==> src/design/scmac_pkg.sv <==
// ----------------------------------------------------------------------------
// scmac_pkg
// Shared types and constants for the Simon CBC-MAC core.
// ----------------------------------------------------------------------------
package scmac_pkg;

   localparam int WordBitsDefault  = 32;
   localparam int KeyWordsDefault  = 4;
   localparam int RoundsDefault    = 44;
   localparam int SeqSelectDefault = 3;

   localparam int SeqLen    = 62;
   localparam int SeqBits   = 6;
   localparam int SeqCount  = 5;
   localparam int KeyRegs   = 4;
   localparam int PortBits  = 32;

   // round function and key schedule rotation amounts, and key schedule constant
   localparam int RotA     = 1;
   localparam int RotB     = 8;
   localparam int RotC     = 2;
   localparam int KeyRot   = 3;
   localparam int KeyConst = 3;

   localparam int CsrIndexBits = 2;
   typedef logic [CsrIndexBits-1:0] csr_index_type;

   localparam csr_index_type CSR_KEY_WORD0 = 2'd0;
   localparam csr_index_type CSR_KEY_WORD1 = 2'd1;
   localparam csr_index_type CSR_KEY_WORD2 = 2'd2;
   localparam csr_index_type CSR_KEY_WORD3 = 2'd3;

   // round constant sequences, element 0 leftmost
   localparam logic [0:SeqLen-1] ZSEQ [SeqCount] = '{
      62'b1111101000100101011000011100110_1111101000100101011000011100110,
      62'b1000111011111001001100001011010_1000111011111001001100001011010,
      62'b1010111101_1100000011_0100100110_0010100001_0001111110_0101101100_11,
      62'b1101101110_1011000110_0101111000_0001001000_1010011100_1101000011_11,
      62'b1101000111_1001101011_0110001000_0001011100_0011001010_0100111011_11
   };

   typedef enum logic [2:0] {
      ST_IDLE,
      ST_EXPAND,
      ST_LOAD,
      ST_ROUND,
      ST_EMIT
   } state_type;

   typedef struct packed {
      logic [PortBits-1:0] data_word0;
      logic [PortBits-1:0] data_word1;
      logic                first_block;
      logic                last_block;
   } req_type;

   typedef struct packed {
      logic [PortBits-1:0] mac_word0;
      logic [PortBits-1:0] mac_word1;
   } rsp_type;

endpackage

==> src/design/simon_cbc_mac_core.sv <==
// ----------------------------------------------------------------------------
// simon_cbc_mac_core
// CBC-MAC over the Simon block cipher; round keys live in a one-port-read memory.
// ----------------------------------------------------------------------------
// per block: a load state for the key memory read, then one round per cycle;
//    after a last block's final round, emit registers the mac onto rsp once free
// first block: adds key expansion ahead of the load, one key written per cycle
// a new block is taken only in idle, once the previous block's rounds (and emit
//    after a last block) are done, as set by the single round unit
// reset: synchronous; clears control, key registers and chaining value
module simon_cbc_mac_core #(
   parameter int WORD_BITS       = scmac_pkg::WordBitsDefault,
   parameter int KEY_WORDS       = scmac_pkg::KeyWordsDefault,
   parameter int ROUNDS          = scmac_pkg::RoundsDefault,
   parameter int SEQUENCE_SELECT = scmac_pkg::SeqSelectDefault
) (
   input  logic                     clock,
   input  logic                     reset,
   input  logic                     req_valid,
   output logic                     req_ready,
   input  scmac_pkg::req_type       req_data,
   output logic                     rsp_valid,
   input  logic                     rsp_ready,
   output scmac_pkg::rsp_type       rsp_data,
   input  logic                     csr_valid,
   output logic                     csr_ready,
   input  scmac_pkg::csr_index_type csr_index,
   input  logic [scmac_pkg::PortBits-1:0] csr_data
);
   import scmac_pkg::*;

   localparam int W         = WORD_BITS;
   localparam int RoundBits = $clog2(ROUNDS);
   localparam int SeqSel    = SEQUENCE_SELECT % SeqCount;
   localparam int Idx3      = (KEY_WORDS >= 3) ? KEY_WORDS - 3 : 0;

   localparam logic [RoundBits-1:0] LastRound = RoundBits'(ROUNDS - 1);
   localparam logic [RoundBits-1:0] KeyCount  = RoundBits'(KEY_WORDS);

   state_type state_ff, state_in;

   logic [PortBits-1:0]  key_ff [KeyRegs];
   logic [W-1:0]         chain0_ff, chain0_in;
   logic [W-1:0]         chain1_ff, chain1_in;
   logic [W-1:0]         x_ff, x_in;
   logic [W-1:0]         y_ff, y_in;
   logic                 last_ff, last_in;
   logic [RoundBits-1:0] round_ff, round_in;
   logic [RoundBits-1:0] exp_ff, exp_in;
   logic [SeqBits-1:0]   zidx_ff, zidx_in;
   logic [W-1:0]         win_ff [KEY_WORDS];
   logic [W-1:0]         win_in [KEY_WORDS];
   logic                 rsp_valid_ff, rsp_valid_in;
   rsp_type              rsp_data_ff, rsp_data_in;

   logic [W-1:0]         rk_mem [ROUNDS];
   logic [W-1:0]         rk_q_ff;
   logic [RoundBits-1:0] rd_addr;
   logic                 rk_we;
   logic [W-1:0]         newk;
   logic [W-1:0]         kt0, kt1, kt2;
   logic [W-1:0]         x_round;
   logic                 req_fire;
   logic                 rsp_free;

   assign req_ready = (state_ff == ST_IDLE);
   assign req_fire  = req_valid && req_ready;
   assign csr_ready = 1'b1;
   assign rsp_valid = rsp_valid_ff;
   assign rsp_data  = rsp_data_ff;
   assign rsp_free  = !rsp_valid_ff || rsp_ready;

   // key schedule step from the window of the last KEY_WORDS keys; the first KEY_WORDS keys come from the key registers
   always_comb begin
      kt0 = {win_ff[KEY_WORDS-1][KeyRot-1:0], win_ff[KEY_WORDS-1][W-1:KeyRot]};
      kt1 = (KEY_WORDS == 4) ? (kt0 ^ win_ff[Idx3]) : kt0;
      kt2 = kt1 ^ {kt1[0], kt1[W-1:1]};
      if (exp_ff < KeyCount) begin
         newk = W'(key_ff[exp_ff[1:0]]);
      end else begin
         newk = ~win_ff[0] ^ kt2 ^ W'(ZSEQ[SeqSel][zidx_ff]) ^ W'(KeyConst);
      end
   end

   // one simon round
   assign x_round = y_ff
                  ^ ({x_ff[W-1-RotA:0], x_ff[W-1:W-RotA]}
                     & {x_ff[W-1-RotB:0], x_ff[W-1:W-RotB]})
                  ^ {x_ff[W-1-RotC:0], x_ff[W-1:W-RotC]}
                  ^ rk_q_ff;

   // next state
   always_comb begin
      state_in = state_ff;
      case (state_ff)
         ST_IDLE: begin
            if (req_fire) begin
               state_in = req_data.first_block ? ST_EXPAND : ST_LOAD;
            end
         end
         ST_EXPAND: begin
            if (exp_ff == LastRound) begin
               state_in = ST_LOAD;
            end
         end
         ST_LOAD: begin
            state_in = ST_ROUND;
         end
         ST_ROUND: begin
            if (round_ff == LastRound) begin
               state_in = last_ff ? ST_EMIT : ST_IDLE;
            end
         end
         ST_EMIT: begin
            if (rsp_free) begin
               state_in = ST_IDLE;
            end
         end
         default: begin
            state_in = ST_IDLE;
         end
      endcase
   end

   // datapath and outputs
   always_comb begin
      chain0_in    = chain0_ff;
      chain1_in    = chain1_ff;
      x_in         = x_ff;
      y_in         = y_ff;
      last_in      = last_ff;
      round_in     = round_ff;
      exp_in       = exp_ff;
      zidx_in      = zidx_ff;
      win_in       = win_ff;
      rk_we        = 1'b0;
      rd_addr      = '0;
      rsp_data_in  = rsp_data_ff;
      rsp_valid_in = rsp_valid_ff && !rsp_ready;
      case (state_ff)
         ST_IDLE: begin
            if (req_fire) begin
               // a first block starts from a zero chain
               x_in    = W'(req_data.data_word1)
                       ^ (req_data.first_block ? '0 : chain1_ff);
               y_in    = W'(req_data.data_word0)
                       ^ (req_data.first_block ? '0 : chain0_ff);
               last_in = req_data.last_block;
               exp_in  = '0;
               zidx_in = '0;
            end
         end
         ST_EXPAND: begin
            rk_we = 1'b1;
            for (int i = 0; i < KEY_WORDS - 1; i++) begin
               win_in[i] = win_ff[i+1];
            end
            win_in[KEY_WORDS-1] = newk;
            if (exp_ff != LastRound) begin
               exp_in = exp_ff + 1'b1;
            end
            if (exp_ff >= KeyCount) begin
               zidx_in = (zidx_ff == SeqBits'(SeqLen - 1)) ? '0 : zidx_ff + 1'b1;
            end
         end
         ST_LOAD: begin
            round_in = '0;
         end
         ST_ROUND: begin
            x_in = x_round;
            y_in = x_ff;
            if (round_ff == LastRound) begin
               round_in  = '0;
               chain0_in = x_ff;
               chain1_in = x_round;
            end else begin
               round_in = round_ff + 1'b1;
               rd_addr  = round_ff + 1'b1;
            end
         end
         ST_EMIT: begin
            if (rsp_free) begin
               rsp_valid_in          = 1'b1;
               rsp_data_in.mac_word0 = PortBits'(chain0_ff);
               rsp_data_in.mac_word1 = PortBits'(chain1_ff);
            end
         end
         default: begin
         end
      endcase
   end

   always_ff @(posedge clock) begin
      if (reset) begin
         state_ff     <= ST_IDLE;
         chain0_ff    <= '0;
         chain1_ff    <= '0;
         round_ff     <= '0;
         exp_ff       <= '0;
         zidx_ff      <= '0;
         last_ff      <= 1'b0;
         rsp_valid_ff <= 1'b0;
         for (int i = 0; i < KeyRegs; i++) begin
            key_ff[i] <= '0;
         end
      end else begin
         state_ff     <= state_in;
         chain0_ff    <= chain0_in;
         chain1_ff    <= chain1_in;
         round_ff     <= round_in;
         exp_ff       <= exp_in;
         zidx_ff      <= zidx_in;
         last_ff      <= last_in;
         rsp_valid_ff <= rsp_valid_in;
         if (csr_valid && csr_ready) begin
            case (csr_index)
               CSR_KEY_WORD0: key_ff[0] <= csr_data;
               CSR_KEY_WORD1: key_ff[1] <= csr_data;
               CSR_KEY_WORD2: key_ff[2] <= csr_data;
               CSR_KEY_WORD3: key_ff[3] <= csr_data;
               default: begin
               end
            endcase
         end
      end
   end

   always_ff @(posedge clock) begin
      x_ff        <= x_in;
      y_ff        <= y_in;
      win_ff      <= win_in;
      rsp_data_ff <= rsp_data_in;
   end

   // round key store
   always_ff @(posedge clock) begin
      if (rk_we) begin
         rk_mem[exp_ff] <= newk;
      end
      rk_q_ff <= rk_mem[rd_addr];
   end

   a_plain_block_loads: assert property (@(posedge clock) disable iff (reset)
      req_fire && !req_data.first_block |=> state_ff == ST_LOAD)
      else $error("block without first flag did not go to key read");

   a_round_in_range: assert property (@(posedge clock) disable iff (reset)
      state_ff == ST_ROUND |-> round_ff <= LastRound)
      else $error("round counter past last round");

   a_rsp_from_emit: assert property (@(posedge clock) disable iff (reset)
      $rose(rsp_valid_ff) |-> $past(state_ff) == ST_EMIT)
      else $error("result raised outside emit");

   a_round_starts_zero: assert property (@(posedge clock) disable iff (reset)
      state_ff == ST_LOAD |=> state_ff == ST_ROUND && round_ff == '0)
      else $error("encryption did not start at round zero");

endmodule
==> config.mk <==
export PLATFORM = sky130hd
export DESIGN_NAME = simon_cbc_mac_core
export DESIGN_NICKNAME = d
export VERILOG_FILES = /design/src/design/scmac_pkg.sv /design/src/design/simon_cbc_mac_core.sv
export SDC_FILE = /design/constraint.sdc
export NUM_CORES = 2
export LEC_CHECK = 0
export BUFFER_PORTS_ARGS = -buffer_cell sky130_fd_sc_hd__buf_2
export CAP_MARGIN = 20
export CORE_AREA = 4 4 468 470
export CTS_BUF_LIST = sky130_fd_sc_hd__clkbuf_16
export DETAILED_ROUTE_END_ITERATION = 7
export DIE_AREA = 0 0 472 474
export GPL_TIMING_DRIVEN = 0
export HOLD_SLACK_MARGIN = 0.08
export PLACE_DENSITY = 0.6
export SLEW_MARGIN = 15
export SYNTH_ARGS = -nofsm -noshare
export SYNTH_HDL_FRONTEND = slang
export SYNTH_SLANG_ARGS = --single-unit
==> constraint.sdc <==
create_clock -name clock -period 28.1 [get_ports clock]
set_clock_uncertainty 0.05 [all_clocks]
set_input_delay 4.215 -clock clock [delete_from_list [all_inputs] [get_ports clock]]
set_output_delay 4.215 -clock clock [all_outputs]
set_load 0.01 [all_outputs]
# --- Yosys cells after proc, flatten, opt, wreduce, memory -nomap -nowiden ---
# Memories as Yosys holds them, arrays and structs flattened. A register that Yosys moved wholly into a read port is not among the register bits.
# Index checks and enable logic that the tools add are counted.
op_classes:
  muxes: 54
  magnitude_cmp: 3
  reduce_logical: 17
  shifts: 0
  n_bitwise: 17
  addsub: 3
  div_mod_pow: 0
  mul: 0
  n_eq_ne: 17
ops:
  columns: ["operator", "count"]
  rows:
  - ["$mux 32", 9]
  - ["$xor 32x32->32", 8]
  - ["$pmux 32 s2", 2]
  - ["$mux 6", 6]
  - ["$pmux 6 s2", 3]
  - ["$and 32x32->32", 1]
  - ["$not 32->32", 1]
  - ["$xor 32x1->32", 1]
  - ["$mux 1", 25]
  - ["$add 6x1->6 const B", 3]
  - ["$eq 6x6->1 const B", 3]
  - ["$mux 3", 5]
  - ["$pmux 3 s5", 1]
  - ["$ne 2x2->1 const B", 5]
  - ["$reduce_and 2->1", 4]
  - ["$ge 7x7->1 const B", 1]
  - ["$not 6->7", 1]
  - ["$eq 3x2->1 const B", 2]
  - ["$ge 6x3->1 const B", 1]
  - ["$lt 6x3->1 const B", 1]
  - ["$mux 2", 3]
  - ["$ne 6x6->1 const B", 1]
  - ["$reduce_and 3->1", 2]
  - ["$reduce_bool 2->1", 3]
  - ["13 further kinds", 19]
word_totals:
  n_memories: 3
  output_inout_bits: 67
  rom_bits: 64
  input_bits: 105
  elab_cells: 130
  mem_bits_rw: 1536
  latchBits: 0
  regBits: 343
mem_list:
  columns: ["memory", "words", "width", "rd", "rd_ports_with_merged_regs", "wr", "line_no", "text"]
  rows:
  - ["rk_mem", 44, 32, 1, 1, 1, "simon_cbc_mac_core.sv:56", "logic [W-1:0] rk_mem [ROUNDS];"]
  - ["key_ff", 4, 32, 1, 1, 4, "simon_cbc_mac_core.sv:42", "logic [PortBits-1:0] key_ff [KeyRegs];"]
  - ["(no name shown)", 64, 1, 1, 0, 0, "simon_cbc_mac_core.sv:81", "newk = ~win_ff[0] ^ kt2 ^ W'(ZSEQ[SeqSel][zidx_ff]) ^ W'(KeyConst);"]

# --- Longest topological paths before layout ---
logic_depth:
  depth_word: 7
  ltp_mapped: 13
  ltp_nobuf: 9

# --- Worst setup path after synthesis ---
# Ideal clock, no wire load.
synth_path:
  path_kind: "register -> register"
  from: "reg state_ff[2]"
  to: "mem rk_mem[33][0] (netlist bit), enable pin"
  setup_time_ns: 0.501
  stages_incl_launch_ff: 6
  period_less_slack_ns: 9.081
  t_arrival_ns: 8.530
  slack_ns: 19.019
  path_buffers: 2
  required_ns: 27.549
  path_cell_list: "dfxtp_1 -> clkbuf_1 -> nor3b_1 -> clkbuf_1 -> nand4b_1 -> nor4_1"
synth_via:
  elab_chain_len: 4
synth_lines:
  columns: ["element", "line_no", "text"]
  rows:
  - ["start: declaration", "simon_cbc_mac_core.sv:40", "state_type state_ff, state_in;"]
  - ["start signal: assignment", "simon_cbc_mac_core.sv:207", "state_ff <= state_in;"]
  - ["$eq 3x1->1", "simon_cbc_mac_core.sv:140", "case (state_ff)"]
  - ["$mux 1", "simon_cbc_mac_core.sv:140", null]
  - ["$mux 1", "simon_cbc_mac_core.sv:237", "if (rk_we) begin"]
  - ["$mux 1 (implied by the code)", "simon_cbc_mac_core.sv:238", "rk_mem[exp_ff] <= newk;"]
  - ["end: declaration", "simon_cbc_mac_core.sv:56", null]
# No other way between the ends.

# --- Final worst setup path ---
layout_path:
  from: "reg state_ff[2]"
  to: "out req_ready"
layout_via:
  elab_chain_len: 1
layout_lines:
  columns: ["element", "line_no", "text"]
  rows:
  - ["$logic_not 3->1", "simon_cbc_mac_core.sv:66", "assign req_ready = (state_ff == ST_IDLE);"]
  - ["end: declaration", "simon_cbc_mac_core.sv:20", "output logic req_ready,"]
# No other way between the ends.

==> impl_metrics.csv <==
group,metric,value,unit
sta,max_freq,0.147,GHz
logic_synthesis,synth-main-ff-cell,"edfxtp_1",
logic_synthesis,synth_common_cells,"edfxtp_1, nand2_1, xnor2_1",
drt,post-route-drc-count,0,
clock_tree,numCtsBuffers,188,
drt,ant_nets,0,
placement,post-place-ws,21.30,ns
sta,setup_viol,0,
sta,worst_hold_slack,0.361,ns
setup_path,setup.worst_path.start,"state_ff[2]",
setup_path,crit_path_end,"req_ready",
clock_tree,htree_levels,4,
placement,port_buffers,169,
sta,setup_ws,21.29,ns
die,io_pins,172,
setup_path,end_kind,"output pin",
drt,routed_wl,220,mm
logic_synthesis,avgSynthCellArea,16.2,sq um
power,ir_worst_vdd,0.0671,mV
global_route,grt_start_max_net_pins,60,
global_route,grt_pass1_wl,311,mm
drt,via_count,44500,
die,start_util,34.9,%
logic_synthesis,synth_area_leader_cell,"edfxtp_1",
logic_synthesis,ys_seq_area_share,75.1,%
logic_synthesis,synth_top_area_share,71.9,%
logic_synthesis,ys_ff_latch,1913,
final_layout,regArea,56200,sq um
setup_path,rr_startpoint,"state_ff[1]",
drt,drtIter0Drc,5818,
global_route,overflow,0,
min_path,hold_path_class,"flip-flop to flip-flop",
sta,period_needed,6.81,ns
die,die_h,474,microns
drt,firstDrtPassIters,6,
logic_synthesis,mappedNetlistArea,74800,sq um
setup_path,critPathKind,"flip-flop to output pin",
clock_tree,cts_tree,"built",
die,die_w,472,microns
sta,fin_tns_setup,0,ns
clock_tree,path_clk_slew,0.06,ns
drt,routed_via_density,5.50,
setup_path,cp.arrival,2.54,ns
logic_synthesis,synth_xor_area_share,3.13,%
power,powerDensity,69.1,nW/um^2
global_route,antenna_found_initial,18,
drt,avgRoutedWirePerCell,27.1,microns
setup_path,required,23.84,ns
sta,grt_setup_unrepaired,"no",
die,core_area,214000,sq um
logic_synthesis,synthAdderAreaFrac,0.167,%
setup_path,ff2ff_path_depth,10,
logic_synthesis,synth-compound-area-share,8.01,%
placement,placedInstanceArea,82400,sq um
setup_path,r2r_end,"rk_q_ff[26]",
logic_synthesis,synth_most_common_cell,"edfxtp_1",
logic_synthesis,synth_cell_types,61,
final_layout,syn_to_final_growth,17.9,%
clock_tree,insertion_delay,0.82,ns
final_layout,layout-drive-gt1-share,16.2,%
logic_synthesis,synth_edf_count,1792,
power,finalPower,6.09,mW
clock_tree,cts_root_buffer,"clkbuf_16",
final_layout,stdcell_area,88200,sq um
global_route,grt_pass1_vias,43200,
sta,slew_headroom,4.78,%
final_layout,fillers,19200,
logic_synthesis,ys.warnings.count,0,
final_layout,nets,5200,
clock_tree,post_cts_resized,0,
die,die-area,224000,sq um
sta,tightest_slew,1.43,ns
global_route,track_usage,19.1,%
logic_synthesis,synthMuxAreaShare,5.59,%
setup_path,r2r_slack,22.75,ns
run_status,outcome,"finished clean",
placement,gp_congestion,0.889,
setup_path,cp-start-kind,"flip-flop",
sta,slew_violations,0,
placement,dp_hpwl,156,mm
logic_synthesis,synth_area_leaders,"edfxtp_1, mux4_2, dfxtp_1",
logic_synthesis,synth-simple-area-share,6.26,%
die,num_rows,170,
final_layout,multi_input_area,18200,sq um
clock_tree,post-cts-setup-buffers,0,
setup_path,crit_path_max_fanout,10,
sta,fin_crit_sh,24.2,%
sta,hold_violations,0,
logic_synthesis,synth_top_family_by_area,"compound AO/OA/AOI/OAI gates",
logic_synthesis,syn_inst,4606,
flow_run,max_cap_viol_count,0,
clock_tree,clkSinkCount,1913,
logic_synthesis,synth_nets,4721,
power,leakage,28.3,nW
clock_tree,cts_buffer_depth,3,
clock_tree,ctsHoldBuffers,0,
logic_synthesis,async_flop_share,0,%
==> flip-flops by register name, summed over array words and instances, names as in the netlist, named ones only <==
register,count
chain0_ff,32
chain1_ff,32
exp_ff,6
key_ff,128
kt0,32
last_ff,1
rk_mem,1408
rk_q_ff,32
round_ff,6
rsp_data,64
rsp_valid,1
state_ff,3
win_ff,96
x_ff,32
y_ff,32
zidx_ff,6
==> per-layer routing <==
layer | up-vias | track usage (%) | routed length, microns
met5 | - | 0 | 13
met4 | 2 | 6.79 | 7810
met3 | 292 | 4.05 | 21700
met2 | 2293 | 29.1 | 97900
met1 | 22900 | 27.1 | 92100
li1 | 19000 | - | -
==> per-stage QoR <==
| stage | instances | utilization (%) |
|---|---|---|
| after floorplan | 4606 | - |
| after global placement | 7613 | 37.0 |
| after detailed placement | 7726 | 38.4 |
| final | 8089 | 41.2 |
| after CTS | 8073 | 41.1 |
| after global routing | 8080 | 41.1 |
==> critical path, stage by stage (launching register included) <==
cell and delay, ns:
dfxtp_1 0.32, clkbuf_1 0.21, nor3_1 0.91, buf_2 0.28
==> where the power goes <==
part           internal [mW]  switching (mW)  total [mW]
clock                   1.32            1.07        2.39
combinational          0.148           0.294       0.442
sequential              3.23          0.0319        3.26
==> cell families after synthesis <==
logic type | after synthesis
AO/OA/AOI/OAI | 832
XOR/XNOR | 267
adder cells (fa/ha/maj) | 10
buffers and inverters | 305
flip-flops | 1913
multiplexers | 260
other | 1
AND/OR/NAND/NOR | 1018
==> cell usage in the layout, fill, tap and decap left out, types with 126 or more instances in the layout <==
cell type,netlist,final
buf_2,65,245
nand2_1,543,542
edfxtp_1,1792,1792
mux4_2,126,126
clkbuf_1,203,200
o21ai_0,131,131
mux2i_1,131,131
clkbuf_16,0,193
a221oi_1,215,215
xnor2_1,230,230
and2_1,131,131
a311oi_1,128,128
==> layout make-up <==
cell class	instances	area share, %
Antenna cell	9	0.0255
Buffer	295	1.40
Clock buffer	193	5.47
Clock inverter	154	1.05
Inverter	10	0.0425
Multi-Input combinational cell	2388	20.6
Sequential cell	1913	63.7
Tap cell	2838	4.02
Timing Repair Buffer	289	3.65
==> how the worst min path moves through the flow <==
stage / from / endpoint / slack [ns] / cells after the start
6_report: win_ff[32] / win_ff[64] / 0.36 / 0
5_1_grt: win_ff[56] / win_ff[88] / 0.37 / 0
4_1_cts: win_ff[32] / win_ff[64] / 0.36 / 0
3_5_place_dp: win_ff[60] / win_ff[92] / 0.35 / 0
3_3_place_gp: win_ff[61] / win_ff[93] / 0.35 / 0
2_1_floorplan: win_ff[32] / win_ff[64] / 0.35 / 0
No activity file was read; power rests on OpenSTA's default activity.
